**src/hdl/wmp_pkg.sv**
```systemverilog
// Shared widths, types and constants for the weighted motion predictor.
package wmp_pkg;

  localparam int COORD_BITS  = 12;
  localparam int CENTER_BITS = COORD_BITS + 1;
  localparam int PRED_BITS   = 15;
  localparam int COUNT_BITS  = 3;
  localparam int DEPTH       = 5;

  // Weighted move sum: at most four times a center, plus sign.
  localparam int SUM_BITS    = COORD_BITS + 4;
  // Doubled magnitude plus denominator.
  localparam int DIV_BITS    = SUM_BITS + 1;
  // Reciprocal scale, wide enough that the ceiling error never changes a floor.
  localparam int RECIP_SHIFT = DIV_BITS + 1;
  localparam int RECIP3      = ((2 ** RECIP_SHIFT) + 2) / 3;
  localparam int RECIP5      = ((2 ** RECIP_SHIFT) + 4) / 5;

  // Sum of weights for three, four and five held centers.
  localparam int DEN3        = 3;
  localparam int DEN4        = 6;
  localparam int DEN5        = 10;

  localparam logic CMD_APPEND = 1'b1;

  typedef logic [COORD_BITS-1:0]         coord_t;
  typedef logic [CENTER_BITS-1:0]        center_t;
  typedef logic signed [SUM_BITS-1:0]    sum_t;
  typedef logic [COUNT_BITS-1:0]         count_t;
  typedef logic [PRED_BITS-1:0]          pred_t;

  localparam count_t DEPTH_COUNT = count_t'(DEPTH);

endpackage

```
**src/hdl/wmp_round_div.sv**
```systemverilog
// Rounded weighted-mean divide and prediction add for one coordinate.
module wmp_round_div import wmp_pkg::*; (
  input  sum_t    sum,
  input  count_t  count,
  input  center_t last,
  output pred_t   pred
);

  localparam int PROD_BITS = DIV_BITS + RECIP_SHIFT;
  localparam int WIDE_BITS = SUM_BITS + PRED_BITS;

  logic [SUM_BITS-1:0]           mag;
  logic [DIV_BITS-1:0]           den;
  logic [DIV_BITS-1:0]           dividend;
  logic [DIV_BITS-1:0]           scaled;
  logic [RECIP_SHIFT-1:0]        recip;
  logic [PROD_BITS-1:0]          prod;
  logic [SUM_BITS-1:0]           quot;
  logic signed [WIDE_BITS-1:0]   step;
  logic signed [WIDE_BITS-1:0]   pred_wide;

  always_comb begin
    mag = sum[SUM_BITS-1] ? $unsigned(-sum) : $unsigned(sum);

    case (count)
      count_t'(3): begin
        den   = DIV_BITS'(DEN3);
        recip = RECIP_SHIFT'(RECIP3);
      end
      count_t'(4): begin
        den   = DIV_BITS'(DEN4);
        recip = RECIP_SHIFT'(RECIP3);
      end
      count_t'(5): begin
        den   = DIV_BITS'(DEN5);
        recip = RECIP_SHIFT'(RECIP5);
      end
      default: begin
        den   = '0;
        recip = RECIP_SHIFT'(RECIP3);
      end
    endcase

    // floor((2|s| + d) / 2d): pre-shift folds the factor of two or four out of 2d
    dividend = {mag, 1'b0} + den;
    scaled   = (count == count_t'(3)) ? (dividend >> 1) : (dividend >> 2);
    prod     = PROD_BITS'(scaled) * PROD_BITS'(recip);

    case (count)
      count_t'(0): quot = '0;
      count_t'(1): quot = '0;
      count_t'(2): quot = mag;
      default:     quot = prod[RECIP_SHIFT +: SUM_BITS];
    endcase

    step      = $signed({{PRED_BITS{1'b0}}, quot});
    step      = sum[SUM_BITS-1] ? -step : step;
    pred_wide = $signed(WIDE_BITS'(last)) + step;
    pred      = pred_wide[PRED_BITS-1:0];
  end

endmodule

```
**src/hdl/weighted_motion_predictor.sv**
```systemverilog
// Top level of the weighted motion predictor: input, history and result stages.
//
// Input channel (in_valid/in_stall): a command (start or append) and a
// bounding rectangle. Output channel (out_valid/out_stall): the rectangle's
// center, the predicted next center and the number of centers used.
// Every input transaction yields exactly one output transaction, in order.
//
// Each transaction passes through the input register, the history/sum register
// and the result register, in that order.
// Throughput: one transaction per cycle while out_stall is low; each stage loads
// whenever it is empty or the stage after it moves on, so a stalled result only
// holds the stages behind it once they are full.
//
// Track history (five centers per axis) updates when a transaction leaves
// the input register; the weighted sum is formed there, and the rounded
// divide by 1, 3, 6 or 10 is a constant reciprocal multiply in the last stage.
//
// Reset (rst, synchronous) empties all stages and clears the held count, so
// the first transaction after reset always starts a new track. While
// out_stall is high, the result holds and in_stall rises once the pipe fills.
module weighted_motion_predictor import wmp_pkg::*; (
  input  logic    clk,
  input  logic    rst,
  input  logic    in_valid,
  output logic    in_stall,
  input  logic    command,
  input  coord_t  rect_x,
  input  coord_t  rect_y,
  input  coord_t  rect_width,
  input  coord_t  rect_height,
  output logic    out_valid,
  input  logic    out_stall,
  output center_t center_x,
  output center_t center_y,
  output pred_t   predicted_x,
  output pred_t   predicted_y,
  output count_t  history_count
);

  // Input register
  logic    s1_valid;
  logic    s1_command;
  coord_t  s1_rect_x;
  coord_t  s1_rect_y;
  coord_t  s1_rect_width;
  coord_t  s1_rect_height;

  // Sum register
  logic    s2_valid;
  center_t s2_center_x;
  center_t s2_center_y;
  sum_t    s2_sum_x;
  sum_t    s2_sum_y;
  count_t  s2_count;

  // Track state
  center_t hist_x [DEPTH];
  center_t hist_y [DEPTH];
  count_t  held_count;

  center_t hist_x_next [DEPTH];
  center_t hist_y_next [DEPTH];
  count_t  held_count_next;
  count_t  base;
  center_t cx;
  center_t cy;
  sum_t    sum_x;
  sum_t    sum_y;
  pred_t   pred_x;
  pred_t   pred_y;

  logic    s1_ready;
  logic    s2_ready;
  logic    out_ready;

  // (n-1)*newest minus the older centers equals the sum of k*move_k.
  function automatic sum_t weighted_sum(input center_t h [DEPTH], input count_t n);
    sum_t   acc;
    count_t older;
    older = n - 1'b1;
    acc   = sum_t'(older) * $signed({1'b0, h[DEPTH-1]});
    for (int k = 0; k < DEPTH - 1; k++) begin
      if (count_t'(k) < older) begin
        acc = acc - $signed({1'b0, h[k]});
      end
    end
    return acc;
  endfunction

  assign out_ready = !out_valid || !out_stall;
  assign s2_ready  = !s2_valid || out_ready;
  assign s1_ready  = !s1_valid || s2_ready;
  assign in_stall  = !s1_ready;

  always_comb begin
    cx = CENTER_BITS'(s1_rect_x) + CENTER_BITS'(s1_rect_width >> 1);
    cy = CENTER_BITS'(s1_rect_y) + CENTER_BITS'(s1_rect_height >> 1);

    // Start over on a start command or an empty or invalid history
    base = (s1_command == CMD_APPEND && held_count != '0 && held_count <= DEPTH_COUNT)
           ? held_count : '0;

    for (int i = 0; i < DEPTH - 1; i++) begin
      if (base == DEPTH_COUNT) begin
        hist_x_next[i] = hist_x[i+1];
        hist_y_next[i] = hist_y[i+1];
      end else if (count_t'(i) == base) begin
        hist_x_next[i] = cx;
        hist_y_next[i] = cy;
      end else begin
        hist_x_next[i] = hist_x[i];
        hist_y_next[i] = hist_y[i];
      end
    end
    if (base == DEPTH_COUNT || base == DEPTH_COUNT - 1'b1) begin
      hist_x_next[DEPTH-1] = cx;
      hist_y_next[DEPTH-1] = cy;
    end else begin
      hist_x_next[DEPTH-1] = hist_x[DEPTH-1];
      hist_y_next[DEPTH-1] = hist_y[DEPTH-1];
    end

    held_count_next = (base == DEPTH_COUNT) ? DEPTH_COUNT : base + 1'b1;
  end

  // The newest center always sits last in the weighted sum, so feed it there.
  always_comb begin
    center_t wx [DEPTH];
    center_t wy [DEPTH];
    for (int i = 0; i < DEPTH - 1; i++) begin
      wx[i] = hist_x_next[i];
      wy[i] = hist_y_next[i];
    end
    wx[DEPTH-1] = cx;
    wy[DEPTH-1] = cy;
    sum_x = weighted_sum(wx, held_count_next);
    sum_y = weighted_sum(wy, held_count_next);
  end

  wmp_round_div u_div_x (
    .sum   (s2_sum_x),
    .count (s2_count),
    .last  (s2_center_x),
    .pred  (pred_x)
  );

  wmp_round_div u_div_y (
    .sum   (s2_sum_y),
    .count (s2_count),
    .last  (s2_center_y),
    .pred  (pred_y)
  );

  always_ff @(posedge clk) begin
    if (rst) begin
      s1_valid   <= 1'b0;
      s2_valid   <= 1'b0;
      out_valid  <= 1'b0;
      held_count <= '0;
    end else begin
      if (s1_ready) begin
        s1_valid <= in_valid;
      end
      if (s2_ready) begin
        s2_valid <= s1_valid;
      end
      if (out_ready) begin
        out_valid <= s2_valid;
      end
      // Advance the track only when the transaction leaves the input register
      if (s1_valid && s2_ready) begin
        held_count <= held_count_next;
      end
    end
  end

  always_ff @(posedge clk) begin
    if (in_valid && s1_ready) begin
      s1_command     <= command;
      s1_rect_x      <= rect_x;
      s1_rect_y      <= rect_y;
      s1_rect_width  <= rect_width;
      s1_rect_height <= rect_height;
    end
    if (s1_valid && s2_ready) begin
      hist_x      <= hist_x_next;
      hist_y      <= hist_y_next;
      s2_center_x <= cx;
      s2_center_y <= cy;
      s2_sum_x    <= sum_x;
      s2_sum_y    <= sum_y;
      s2_count    <= held_count_next;
    end
    if (s2_valid && out_ready) begin
      center_x      <= s2_center_x;
      center_y      <= s2_center_y;
      predicted_x   <= pred_x;
      predicted_y   <= pred_y;
      history_count <= s2_count;
    end
  end

endmodule

```
**config.mk**
```make
export PLATFORM = sky130hd
export DESIGN_NAME = weighted_motion_predictor
export DESIGN_NICKNAME = d
export VERILOG_FILES = /design/src/hdl/wmp_pkg.sv /design/src/hdl/wmp_round_div.sv /design/src/hdl/weighted_motion_predictor.sv
export SDC_FILE = /design/constraint.sdc
export NUM_CORES = 2
export LEC_CHECK = 0
export ABC_AREA = 1
export BUFFER_PORTS_ARGS = -buffer_cell sky130_fd_sc_hd__buf_2
export CORE_ASPECT_RATIO = 1.1
export CORE_UTILIZATION = 39
export DETAILED_ROUTE_END_ITERATION = 10
export GPL_TIMING_DRIVEN = 0
export MAX_ROUTING_LAYER = met4
export SLEW_MARGIN = 20
export SYNTH_ARGS = -nofsm -noshare
export SYNTH_HDL_FRONTEND = slang
export SYNTH_SLANG_ARGS = --single-unit
export TNS_END_PERCENT = 30
```
**constraint.sdc**
```tcl
create_clock -name clk -period 10.7 [get_ports clk]
set_input_delay 2.14 -clock clk [delete_from_list [all_inputs] [get_ports clk]]
set_output_delay 2.14 -clock clk [all_outputs]
set_load 0.1 [all_outputs]
```
* After elaboration in Yosys (flattened, before gate mapping)
Cells that the tools add are included.
Word-level totals: register bits after elaboration 305, bits of input ports 53, output and inout port bits 61, logic and storage cells 123
Cells by class: add/sub/neg operators 20, multipliers 4, $lt $le $gt $ge 5, eq/ne operators 10, multiplexer cells 36, reductions and logical operators 19
Operators by type and width (number):
- $mux W13 | 16
- $mux W16 | 12
- $sub A16 B14 Y16 | 8
- $mul A16 B17 Y33 | 2
- $pmux W15 S2 | 2
- $add A17 B4 Y17 | 2
- $mul A3 B13 Y16 | 2
- $neg A16 Y16 | 2
- $add A14 B15 Y15 | 2
- $mux W15 | 2
- $neg A15 Y15 | 2
- $add A12 B11 Y13 | 2
- $mux W17 | 1
- $eq A3 B3 Y1 const B | 4
- $pmux W4 S3 | 1
- $eq A2 B3 Y1 const A | 2
- $eq A3 B2 Y1 const B | 2
- $logic_not A3 Y1 | 2
- $lt A1 B3 Y1 const A | 2
- $lt A2 B3 Y1 const A | 2
- $mux W3 | 2
- $logic_and A1 B1 Y1 | 5
- $logic_not A1 Y1 | 5
- $logic_or A1 B1 Y1 | 4
- other kinds (8) | 8

* Longest topological paths before layout
depth in word-level cells 16, depth in mapped cells 65, gate-level depth less buffers 63

* Modules after synthesis
Synthesis repeated with hierarchy kept, for this count alone.
Unflattened totals: cell total of the unflattened synthesis 5232, area, all modules 38787.2 µm²
Modules (own cells, without submodules):
- weighted_motion_predictor | instances 1, cells each 2677, area an instance 21639.5 µm², sequential area each 9038.7 µm²
- wmp_round_div at u_div_x | instances 1, cells each 1286, area an instance 8639.5 µm², sequential area each 0.0 µm²
- wmp_round_div at u_div_y | instances 1, cells each 1269, area an instance 8508.2 µm², sequential area each 0.0 µm²

* Least setup slack after synthesis
OpenSTA, ideal clock, no wires.
kind reg-to-reg, start point reg s2_count[2], end point reg predicted_y[14], data pin, library setup time 0.252 ns, arrival 9.376 ns, data required time 10.448 ns, slack 1.072 ns, stages on the path, launching flop included 60, buffers on the path 3, period minus slack after synthesis 9.628 ns, cells stage by stage edfxtp_1 > buf_2 > nor3_2 > inv_1 > buf_2 > buf_1 > nand2_1 > ha_1 > ha_1 > or2_2 > nand3_1 > a21boi_2 > nand2_1 > nor2_1 > xnor2_1 > inv_1 > nand2_1 > o21ai_1 > [... 24 more ...] > nand3_1 > o21ai_0 > xor2_1 > inv_1 > ha_1 > nand2_1 > o21ai_0 > a21oi_1 > o21ai_0 > nand2_1 > nand2_1 > a21oi_1 > o21ai_0 > nand2_1 > nand2_1 > nand2_1 > nand2_1 > nand2_1
On the way: cells in the longest elaborated chain, start to end 9, elaborated cells between the ends (all ways) 16, those cells by class 3 x add/sub; 1 x mul; 5 x eq/ne; 5 x mux; 2 x reduce/logical
Ends and longest elaborated chain:
- from (decl) | RTL line weighted_motion_predictor.sv:54 | count_t s2_count;
- from (signal assigned) | RTL line weighted_motion_predictor.sv:192 | s2_count <= held_count_next;
- $eq A3 B3 Y1 or $eq A3 B2 Y1 (tied branches) | RTL line wmp_round_div.sv:25, wmp_round_div.sv:46
- $pmux W4 S3 | RTL line wmp_round_div.sv:25 | case (count)
- $add A17 B4 Y17 | RTL line wmp_round_div.sv:45 | dividend = {mag, 1'b0} + den;
- $mux W16 | RTL line wmp_round_div.sv:46 | scaled = (count == count_t'(3)) ? (dividend >> 1) : (dividend >> 2);
- $mul A16 B17 Y33 | RTL line wmp_round_div.sv:47 | prod = PROD_BITS'(scaled) * PROD_BITS'(recip);
- $pmux W15 S2 (*) | RTL line wmp_round_div.sv:49 | case (count)
- $neg A15 Y15 | RTL line wmp_round_div.sv:57 | step = sum[SUM_BITS-1] ? -step : step;
- $mux W15 (*) | RTL line wmp_round_div.sv:57
- $add A14 B15 Y15 (*) | RTL line wmp_round_div.sv:58 | pred_wide = $signed(WIDE_BITS'(last)) + step;
- named net pred_y[14] | RTL line weighted_motion_predictor.sv:70 | pred_t pred_y;
- to (signal assigned) | RTL line weighted_motion_predictor.sv:198 | predicted_y <= pred_y;
- to (decl) | RTL line weighted_motion_predictor.sv:36 | output pred_t predicted_y,
The timed path passes the listed nets; every way through them passes the cells marked *. A chain may end at the register's enable or synchronous reset.

* Worst setup path in the final report
start point reg s2_count[0], end point reg predicted_x[14], data pin
On the way: cells in the longest elaborated chain, start to end 9, elaborated cells between the ends (all ways) 16, those cells by class 3 x add/sub; 1 x mul; 5 x eq/ne; 5 x mux; 2 x reduce/logical
Ends and longest elaborated chain:
- $eq A3 B3 Y1 or $eq A3 B2 Y1 (tied branches) | RTL line wmp_round_div.sv:25, wmp_round_div.sv:46
- $pmux W4 S3 | RTL line wmp_round_div.sv:25
- $add A17 B4 Y17 | RTL line wmp_round_div.sv:45
- $mux W16 | RTL line wmp_round_div.sv:46
- $mul A16 B17 Y33 | RTL line wmp_round_div.sv:47
- $pmux W15 S2 (*) | RTL line wmp_round_div.sv:49
- $neg A15 Y15 | RTL line wmp_round_div.sv:57
- $mux W15 (*) | RTL line wmp_round_div.sv:57
- $add A14 B15 Y15 (*) | RTL line wmp_round_div.sv:58
- named net pred_x[14] | RTL line weighted_motion_predictor.sv:69 | pred_t pred_x;
- to (signal assigned) | RTL line weighted_motion_predictor.sv:197 | predicted_x <= pred_x;
- to (decl) | RTL line weighted_motion_predictor.sv:35 | output pred_t predicted_x,
Marks and branches as above.

==> impl.org <==
** Setup path
- The worst setup path is launched from a register.
- For the worst setup path, the data required time is 11.01 ns.
- Reg-to-Reg End :: predicted_x[14]
- Crit path max-delay cell type :: sky130_fd_sc_hd__fa_1
- For this run, the slowest stage of the critical path takes 0.69 ns.
- Reg2reg setup slack :: 0.60 ns
- Tracing the worst setup path back leads to its startpoint at s2_count[0].
- The number of cells on the worst reg-to-reg path is 44.
- Counting stages on the worst path, the most repeated cell is sky130_fd_sc_hd__nand2_1.
- Highest net fanout along the worst path :: 10
- The worst register-to-register path begins at s2_count[0].
- The worst setup path is of the reg2reg kind.
- STA classifies the critical path endpoint as a register.
- Crit path arrival time :: 10.41 ns
- Following the worst setup path forward leads to its endpoint at predicted_x[14].

** Synth
- Yosys printed 0 warnings.
- Synthesis handed over a netlist of 5039 instances.
- Sequential cell area fraction in the yosys report :: 23.9%
- In this run, distinct cell masters in the synthesized netlist total between 60 and 70.
- Proportion of synthesized flip-flops having asynchronous set or reset :: 0%
- Number of synthesized flops with an enable pin :: 297
- For this run, the leading register cell type out of synthesis is sky130_fd_sc_hd__edfxtp_1.
- Area of the mapped netlist :: 37800 um2
- The synthesized design contains 303 register bits.
- In this run the mean area of a mapped cell was between 7 and 8 um2.

** Die
- Row count :: roughly 120
- Area enclosed by the die boundary :: around 98000 um2
- In this run the horizontal extent of the chip is roughly 300 um.
- Core region area :: 95900 um2
- Pin placement for this block handled 114 I/O pins.
- Die Span Y :: about 330 um
- The initial utilization of the core area, before any placement, comes to 39.4%.

** Global routing
- Global routing finished with a remaining overflow of 0.
- The initial antenna violation count was 1.
- For this run, the total global-route usage over all layers was measured as between 20% and 30%.
- The number of global-route vias before repair is 32.1k.
- Entering global routing, the biggest net connects 98 pins.
- Wire length of the first global-routing pass :: 176 mm

** Timing
- Setup repair after global routing missed its margin :: yes
- Max-slew violation count :: 0
- Headroom to the max-slew limit came out at 20.8%.
- Final count of hold timing violations :: 0
- For the pin with the worst max-slew slack, the measured transition is 1.18 ns.
- Setup violations remaining at the end of the flow were counted as 0.
- Clock skew on the completed layout was measured at 0.0277 ns.
- Share of the clock period used by the worst path after layout :: between 90% and 100%
- Fin crit period :: a little over 10 ns
- The tightest hold path in the finished design has a slack of 0.456 ns.
- Static timing analysis puts the maximum clock frequency at 0.0991 GHz.

** Drt
- In the routed layout, each cell is associated on average with a via count of 4.95.
- Vias post-DR :: about 32k
- Once detail routing completed, the nets flagged for antenna violations numbered 0.
- Wirelength per Cell :: 17.3 um
- Number of search-and-repair iterations in the first detailed-routing pass :: 5
- Count of routing violations after the opening detailed-route iteration :: roughly 2.2k
- Drc violations :: 0
- Total detailed-routing wirelength :: approximately 110 mm

** Finish
- Summing all multi-input logic gate instances after layout gives 24500 um2.
- Relative to the synthesized area, the layout overhead comes to 10.6%.
- The filler cells instantiated in the layout total approximately 9.9k.
- Once layout is complete, the utilization of the core stands at roughly 44%.
- The library cell used most frequently in the layout, excluding fill and tap cells, is sky130_fd_sc_hd__nand2_1.
- Leaving out fill and tap cells, the most frequent cells in the layout are sky130_fd_sc_hd__nand2_1 (1329), sky130_fd_sc_hd__inv_1 (1090), sky130_fd_sc_hd__ha_1 (406).
- Registers take about 9000 um2.
- The number of antenna diodes in the final layout is 0.
- Number of nets in the layout :: roughly 6.0k
- Of the cells placed in the final design, the portion with a size suffix greater than 1 is 6.88%.

** Clock tree
- Clock transition at the register clock pins on the worst setup and hold paths after CTS :: 0.06 ns
- The longest clock path from root to sink contains 3 buffers.
- The clock reaches the later pin of the worst-skew pair after between 0.5 and 0.6 ns.
- # clock sinks :: 303
- Clock tree from TritonCTS :: yes
- The number of clock buffers added by TritonCTS is 37.
- Clk Tree Root Cell :: sky130_fd_sc_hd__clkbuf_16
- CTS built an H-tree with a depth of 2.
- Count of hold buffers inserted by post-cts repair :: 0

** Run
- Across the run, the number of max-cap violations was 0.

** Placement
- Number of port buffers :: approximately 110
- Total half-perimeter wirelength after legalization and detailed placement :: 94.5 mm
- At the end of routability-driven placement, the weighted congestion stood at 0.939.

** Hold path
- The path class of the tightest hold or removal check is reg2reg.

** Status
- The flow ran to the end, and the final reports show no timing, DRC or antenna violations.
[sequential cells by signal, indices dropped and copies added (netlist names), 15 cells and up]
register and flops:
hist_x 65, hist_y 65, predicted_x 15, predicted_y 15, s2_sum_x 16, s2_sum_y 16
[logic make-up (layout without fill, tap and decap cells)]
logic type | count (synthesis) | in the layout | share of synthesized area (%)
and+or+nand+nor | 2033 | 2033 | 22.3
buffers and inverters | 1217 | 1411 | 12.2
adders and majority gates | 685 | 685 | 28.1
AOI/OAI and AO/OA | 638 | 638 | 9.56
DFF | 303 | 303 | 23.9
xor gates and xnor gates | 159 | 159 | 3.86
other | 2 | 30 | 0.0199
muxes | 2 | 2 | 0.0530
[area by class of cell]
class,instances,area share [%]
Multi-Input combinational cell,3547,58.7
Sequential cell,303,21.6
Inverter,1119,10.1
Tap cell,1270,3.80
Clock buffer,43,2.27
Timing Repair Buffer,128,1.91
Buffer,97,0.965
Clock inverter,24,0.620
[synth_stat cells, types with 21 or more instances]
cell	count	share of area [%]
sky130_fd_sc_hd__o21ai_0	240	3.2
sky130_fd_sc_hd__nor3_1	23	0.30
sky130_fd_sc_hd__inv_1	1091	11
sky130_fd_sc_hd__o211ai_1	21	0.42
sky130_fd_sc_hd__xnor2_1	41	0.95
sky130_fd_sc_hd__fa_1	274	15
sky130_fd_sc_hd__clkbuf_1	71	0.71
sky130_fd_sc_hd__a21oi_1	212	2.8
sky130_fd_sc_hd__o22ai_1	23	0.38
sky130_fd_sc_hd__nand2_1	1335	13
sky130_fd_sc_hd__ha_1	411	14
sky130_fd_sc_hd__nand4_1	46	0.76
sky130_fd_sc_hd__inv_2	21	0.21
sky130_fd_sc_hd__xor2_1	111	2.6
sky130_fd_sc_hd__or2_2	35	0.58
sky130_fd_sc_hd__nor2_1	286	2.8
sky130_fd_sc_hd__nand3_1	237	3.1
sky130_fd_sc_hd__edfxtp_1	297	24
[critical path: cells and delay by family, from the launching register on]
kind                       cells  cell delay, ns
AOI/OAI and AO/OA              7            1.54
adders and majority gates     11            4.70
DFF                            1            0.49
xor gates and xnor gates       1            0.16
buffers and inverters          7            0.79
and+or+nand+nor               18            2.11
[worst min path at each step]
stage | from | endpoint | depth (start not counted)
floorplan | s2_count[2] | history_count[2] | 0
global placement | s2_center_y[0] | center_y[0] | 0
detailed placement | s2_center_y[0] | center_y[0] | 0
CTS | s2_center_y[0] | center_y[0] | 0
global route | s2_center_y[0] | center_y[0] | 0
finish | s2_center_x[8] | center_x[8] | 0
[repair_timing]
item,in CTS,in global routing
resized for setup,8,62
hold endpoints to repair,0,0
endpoints found under the setup margin,12,15
setup buffers,1,9
pin swaps,1,10
[routing by layer]
metal	global-route usage (%)	up-vias	routed length, um
li1	-	16300	-
met1	28.6	15100	47600
met2	41.9	808	56000
met3	1.82	187	4840
met4	8.51	0	4600
met5	-	-	0
[stage by stage]
step | setup slack [ns] | std cells | TNS, ns | area (um2)
finish | 0.605 | 6531 | 0 | 41800
global route | -0.0423 | 6531 | -0.0666 | 41800
CTS | 0.0278 | 6523 | 0 | 41500
detailed placement | -0.598 | 6455 | -3.42 | 40300
global placement | -0.569 | 6448 | -2.86 | 40000
floorplan | 1.07 | 5067 | 0 | 37900
Power is left out: the tool's default activity adds up to more than one toggle a clock period on the data nets, which glitch-free logic cannot reach.
